$ cat src/hdl/sur_pkg.sv
// Shared constants, codes and word types for the sort-unique-reduce block.
package sur_pkg;

  // Sizes of the stores and of the fields.
  localparam int unsigned MaxParticles = 1024;
  localparam int unsigned IdxW = $clog2(MaxParticles);
  localparam int unsigned CntW = IdxW + 1;
  localparam int unsigned PosW = 32;
  localparam int unsigned WgtW = 32;
  localparam int unsigned SumW = 48;
  localparam int unsigned FldW = 32;
  localparam int unsigned CmdW = 3;

  // Command codes.
  localparam logic [CmdW-1:0] CmdLoad        = 3'd0;
  localparam logic [CmdW-1:0] CmdReadUnique  = 3'd1;
  localparam logic [CmdW-1:0] CmdReadMap     = 3'd2;
  localparam logic [CmdW-1:0] CmdLoadField   = 3'd3;
  localparam logic [CmdW-1:0] CmdReadField   = 3'd4;

  // Status codes.
  localparam logic [1:0] StatOk         = 2'd0;
  localparam logic [1:0] StatBadIndex   = 2'd1;
  localparam logic [1:0] StatNotReduced = 2'd2;
  localparam logic [1:0] StatOverflow   = 2'd3;

  // Input word.
  typedef struct packed {
    logic [CmdW-1:0]        command;
    logic signed [PosW-1:0] position;
    logic signed [WgtW-1:0] weight;
    logic signed [FldW-1:0] field_in;
    logic [IdxW-1:0]        index;
    logic                   last;
  } in_word_t;

  // Result word.
  typedef struct packed {
    logic signed [PosW-1:0] unique_position;
    logic signed [SumW-1:0] weight_sum;
    logic [IdxW-1:0]        map_index;
    logic signed [FldW-1:0] field_out;
    logic [CntW-1:0]        unique_count;
    logic [1:0]             status;
  } out_word_t;

  // Operation the controller asks of the datapath in each cycle.
  typedef enum logic [3:0] {
    OpIdle,
    OpClear,
    OpAccept,
    OpSortKey,
    OpSortLatch,
    OpSortPrev,
    OpSortCmp,
    OpMrgRd,
    OpMrgW,
    OpMrgAcc,
    OpResp1,
    OpResp2
  } dp_op_e;

  // Conditions the datapath reports back to the controller.
  typedef struct packed {
    logic clear_done;
    logic key_done;
    logic j_zero;
    logic greater;
    logic mrg_last;
    logic field_gather;
  } dp_status_t;

endpackage

$ cat src/hdl/sur_ctrl.sv
// Controller state machine that sequences the field clear, loads, reads, the sort and the merge.
module sur_ctrl (
  input  logic                    clk_i,
  input  logic                    rst_ni,
  input  logic                    start_i,
  input  logic [sur_pkg::CmdW-1:0] command_i,
  input  logic                    last_i,
  input  sur_pkg::dp_status_t     status_i,
  output logic                    busy_o,
  output sur_pkg::dp_op_e         op_o
);

  typedef enum logic [3:0] {
    StClear,
    StIdle,
    StSortKey,
    StSortLatch,
    StSortPrev,
    StSortCmp,
    StMrgRd,
    StMrgW,
    StMrgAcc,
    StResp1,
    StResp2
  } state_e;

  state_e state_q;
  logic   accept;

  assign busy_o = (state_q != StIdle);
  assign accept = start_i && !busy_o;

  // Operation for the datapath follows the state.
  always_comb begin
    case (state_q)
      StClear:     op_o = sur_pkg::OpClear;
      StIdle:      op_o = accept ? sur_pkg::OpAccept : sur_pkg::OpIdle;
      StSortKey:   op_o = sur_pkg::OpSortKey;
      StSortLatch: op_o = sur_pkg::OpSortLatch;
      StSortPrev:  op_o = sur_pkg::OpSortPrev;
      StSortCmp:   op_o = sur_pkg::OpSortCmp;
      StMrgRd:     op_o = sur_pkg::OpMrgRd;
      StMrgW:      op_o = sur_pkg::OpMrgW;
      StMrgAcc:    op_o = sur_pkg::OpMrgAcc;
      StResp1:     op_o = sur_pkg::OpResp1;
      StResp2:     op_o = sur_pkg::OpResp2;
      default:     op_o = sur_pkg::OpIdle;
    endcase
  end

  // State register and transitions.
  always_ff @(posedge clk_i or negedge rst_ni) begin
    if (!rst_ni) begin
      state_q <= StClear;
    end else begin
      case (state_q)
        StClear: begin
          if (status_i.clear_done) state_q <= StIdle;
        end
        StIdle: begin
          if (accept) begin
            case (command_i)
              sur_pkg::CmdLoad: begin
                if (last_i) state_q <= StSortKey;
              end
              sur_pkg::CmdReadUnique,
              sur_pkg::CmdReadMap,
              sur_pkg::CmdReadField: state_q <= StResp1;
              default: state_q <= StIdle;
            endcase
          end
        end
        StSortKey: begin
          state_q <= status_i.key_done ? StMrgRd : StSortLatch;
        end
        StSortLatch: state_q <= StSortPrev;
        StSortPrev: begin
          state_q <= status_i.j_zero ? StSortKey : StSortCmp;
        end
        StSortCmp: begin
          state_q <= status_i.greater ? StSortPrev : StSortKey;
        end
        StMrgRd: state_q <= StMrgW;
        StMrgW:  state_q <= StMrgAcc;
        StMrgAcc: begin
          state_q <= status_i.mrg_last ? StIdle : StMrgRd;
        end
        StResp1: begin
          state_q <= status_i.field_gather ? StResp2 : StIdle;
        end
        StResp2: state_q <= StIdle;
        default: state_q <= StIdle;
      endcase
    end
  end

endmodule

$ cat config.mk
export PLATFORM = sky130hd
export DESIGN_NAME = sur_ctrl
export DESIGN_NICKNAME = d
export VERILOG_FILES = /design/src/hdl/sur_pkg.sv /design/src/hdl/sur_ctrl.sv
export SDC_FILE = /design/constraint.sdc
export NUM_CORES = 1
export LEC_CHECK = 0
export ABC_AREA = 1
export BUFFER_PORTS_ARGS = -buffer_cell sky130_fd_sc_hd__buf_2
export CAP_MARGIN = 20
export CORE_MARGIN = 10
export CORE_UTILIZATION = 35
export DETAILED_ROUTE_END_ITERATION = 16
export GPL_ROUTABILITY_DRIVEN = 0
export SETUP_SLACK_MARGIN = 0.3
export SYNTH_ARGS = -nofsm -noshare
export SYNTH_HDL_FRONTEND = slang
export SYNTH_SLANG_ARGS = --single-unit
$ cat constraint.sdc
create_clock -name clk_i -period 1.5 [get_ports clk_i]
set_input_delay 0.075 -clock clk_i [delete_from_list [all_inputs] [get_ports clk_i]]
set_output_delay 0.075 -clock clk_i [all_outputs]
set_load 0.01 [all_outputs]
==> results.tsv <==
stage	metric	value	unit
setup_path	r2r-start	state_q[1]	
timing	relSlewSlack	84.6	%
clocking	clock_sinks	4	
timing	period_needed	1.34	ns
power	power_density	1910	nW/um^2
final_layout	reg.largest.list	state_q (4)	
clocking	clockBufferDepth	2	
global_routing	grt_max_degree	8	
global_routing	grt_use_total	9.59	%
job	maxCapViolCount	0	
setup_path	ff2ff_path_depth	7	
synth	synth_top_cell_by_area	dfrtp_1	
floorplanning	start_util	37.7	%
route	remaining_drc_errors	0	
power	p_leak	0.432	nW
global_routing	antenna_found_initial	0	
final_layout	areaGrowthSynthToFinish	66.8	%
placement	dpl.hpwl	1130	um
clocking	clk-insertion-delay-late	0.23	ns
placement	numPortBuffers	17	
synth	ys_seq_elements	4	
floorplanning	io_pins	18	
setup_path	cp_data_arrival_time	1.26	ns
synth	synth_top_cell_area_share	20.2	%
clocking	cts_tree	built	
route	vias_per_cell	4.86	
synth	synth.area.top_cells	dfrtp_1 (20%), nand2_1 (20%), nor2_1 (9.8%)	
synth	yosysUniqueCellTypes	19	
final_layout	fill_cells	117	
setup_path	critical_path.max_fanout	5	
synth	synth_warnings	0	
timing	finalSetupViolCount	0	
floorplanning	rows	13	
floorplanning	die_w	57.7	um
floorplanning	fp.dieH	57.7	um
power	peakVddDrop	986	uV
min_path	min-delay-start	status_i[4]	
final_layout	nNetsFinal	132	
run_status	status	completed	
timing	max_clock_freq	748	MHz
final_layout	diodes	0	
synth	synth_area	497	um^2
timing	finalCritPeriodShare	89.1	%
route	drtIter0Drc	18	
synth	synth_nets	98	
timing	finalHoldViolations	0	
timing	worst_pin_slew	0.229	ns
final_layout	drive_gt1_share	53.0	%
setup_path	r2r-end	state_q[0]	
global_routing	grt_first_pass_wirelength	2680	um
final_layout	largest_reg_flops	4	
synth	seq_area_frac_synth	20.2	%
clocking	cts.clk_slew.worst_paths	0.04	ns
setup_path	cp-end-kind	output port	
final_layout	largest_register	state_q	
clocking	htreeDepth	1	
route	via_count	641	
min_path	hold_depth	3	
power	total_power	1.58	mW
setup_path	critPathKind	reg -> out	
min_path	min_path_type	in -> reg	
route	dr.pass1.iters	4	
global_routing	grt_pass1_vias	651	
min_path	min_to	state_q[2]	
floorplanning	die_area	3330	um^2
route	routedWlPerCell	12.2	um
final_layout	final_cell_mix	nand2_1 (23), buf_2 (16), nor2_1 (10), nor2_4 (7), buf_4 (7)	
synth	synth.avg_cell_area	5.84	um^2
timing	clock_skew	0.00419	ns
timing	slew_viol_final	0	
clocking	numCtsBuffers	3	
clocking	cts-root-buf	clkbuf_4	
setup_path	start_kind	register	
setup_path	crit_required	1.42	ns
global_routing	gr-total-overflow	0	
route	routed_wl	1610	um
timing	fin_setup_tns	0	ns
route	ant_nets	0	
final_layout	final_common_cell	nand2_1	
floorplanning	coreArea	1320	um^2
synth	syn_inst	85	
setup_path	r2r_slack	0.18	ns
timing	rsz0062_at_grt	true	
==> per-layer routing <==
metal,wire length [um],track usage (%),share of wire (%),up-vias
met1,729,10.8,45,287
met4,0,1.68,0,0
met3,99,4.36,6.2,0
met5,0,0,0,-
met2,781,16.3,49,19
li1,-,-,-,335
==> synth_stat cells (all sizes together) <==
| master | instances |
|---|---|
| nand2 | 28 |
| nor2 | 20 |
| inv | 10 |
| nand3 | 7 |
| dfrtp | 4 |
| o21ai | 4 |
| a21oi | 3 |
| nand3b | 3 |
| nor3 | 2 |
| buf | 1 |
| nand4 | 1 |
| o211ai | 1 |
| o22ai | 1 |
==> per-stage QoR <==
step	cell area, um^2	utilization, %	std cells	worst slack (ns)	hold WS (ns)
after floorplan	497	-	85	0.326	-0.221
after global placement	589	44.7	116	0.184	-0.119
after detailed placement	589	44.7	116	0.168	-0.117
after CTS	729	55.4	127	0.141	0.121
after global routing	828	62.9	132	0.0625	0.120
final	828	62.9	132	0.163	0.127
==> cells by family after synthesis <==
group                  synth area share (%)
AO/OA/AOI/OAI                          11.3
flip-flops                             20.2
buffers and inverters                  9.82
AND/OR/NAND/NOR                        58.7
==> worst max-delay path: stages, from the launching register on <==
cell and delay (ns):
dfrtp_2 0.45, inv_2 0.09, nor2_4 0.15, nand2_1 0.10, o211ai_1 0.09, buf_2 0.15
==> what timing repair did <==
action                     4_1_cts  5_1_grt
resized for setup               18       11
hold endpoints to repair         4        0
setup endpoints to repair        7        8
pin swaps                        7        8
hold buffers                     1        0
setup buffers                    7        5
==> cell type report <==
cell class	count	area, um^2	area share [%]
Multi-Input combinational cell	70	425	51.4
Timing Repair Buffer	30	219	26.4
Clock buffer	3	22.5	2.72
Tap cell	15	18.8	2.27
Sequential cell	4	105	12.7
Inverter	10	37.5	4.53
==> where the power goes <==
group          internal (mW)  total (mW)  switching, mW
clock network         0.0893       0.131         0.0420
logic                  0.569        1.19          0.619
registers              0.159       0.263          0.103
==> worst max path at each step <==
| stage | slack, ns | startpoint | endpoint | depth (start not counted) |
|---|---|---|---|---|
| detailed placement | 0.17 | state_q[0] | state_q[0] | 7 |
| CTS | 0.14 | state_q[2] | op_o[1] | 4 |
| finish | 0.16 | state_q[1] | op_o[1] | 5 |
| global placement | 0.18 | state_q[0] | state_q[0] | 7 |
| floorplan | 0.33 | state_q[2] | state_q[0] | 6 |
| global route | 0.06 | state_q[0] | op_o[1] | 5 |
(Power assumes the default switching activity.)
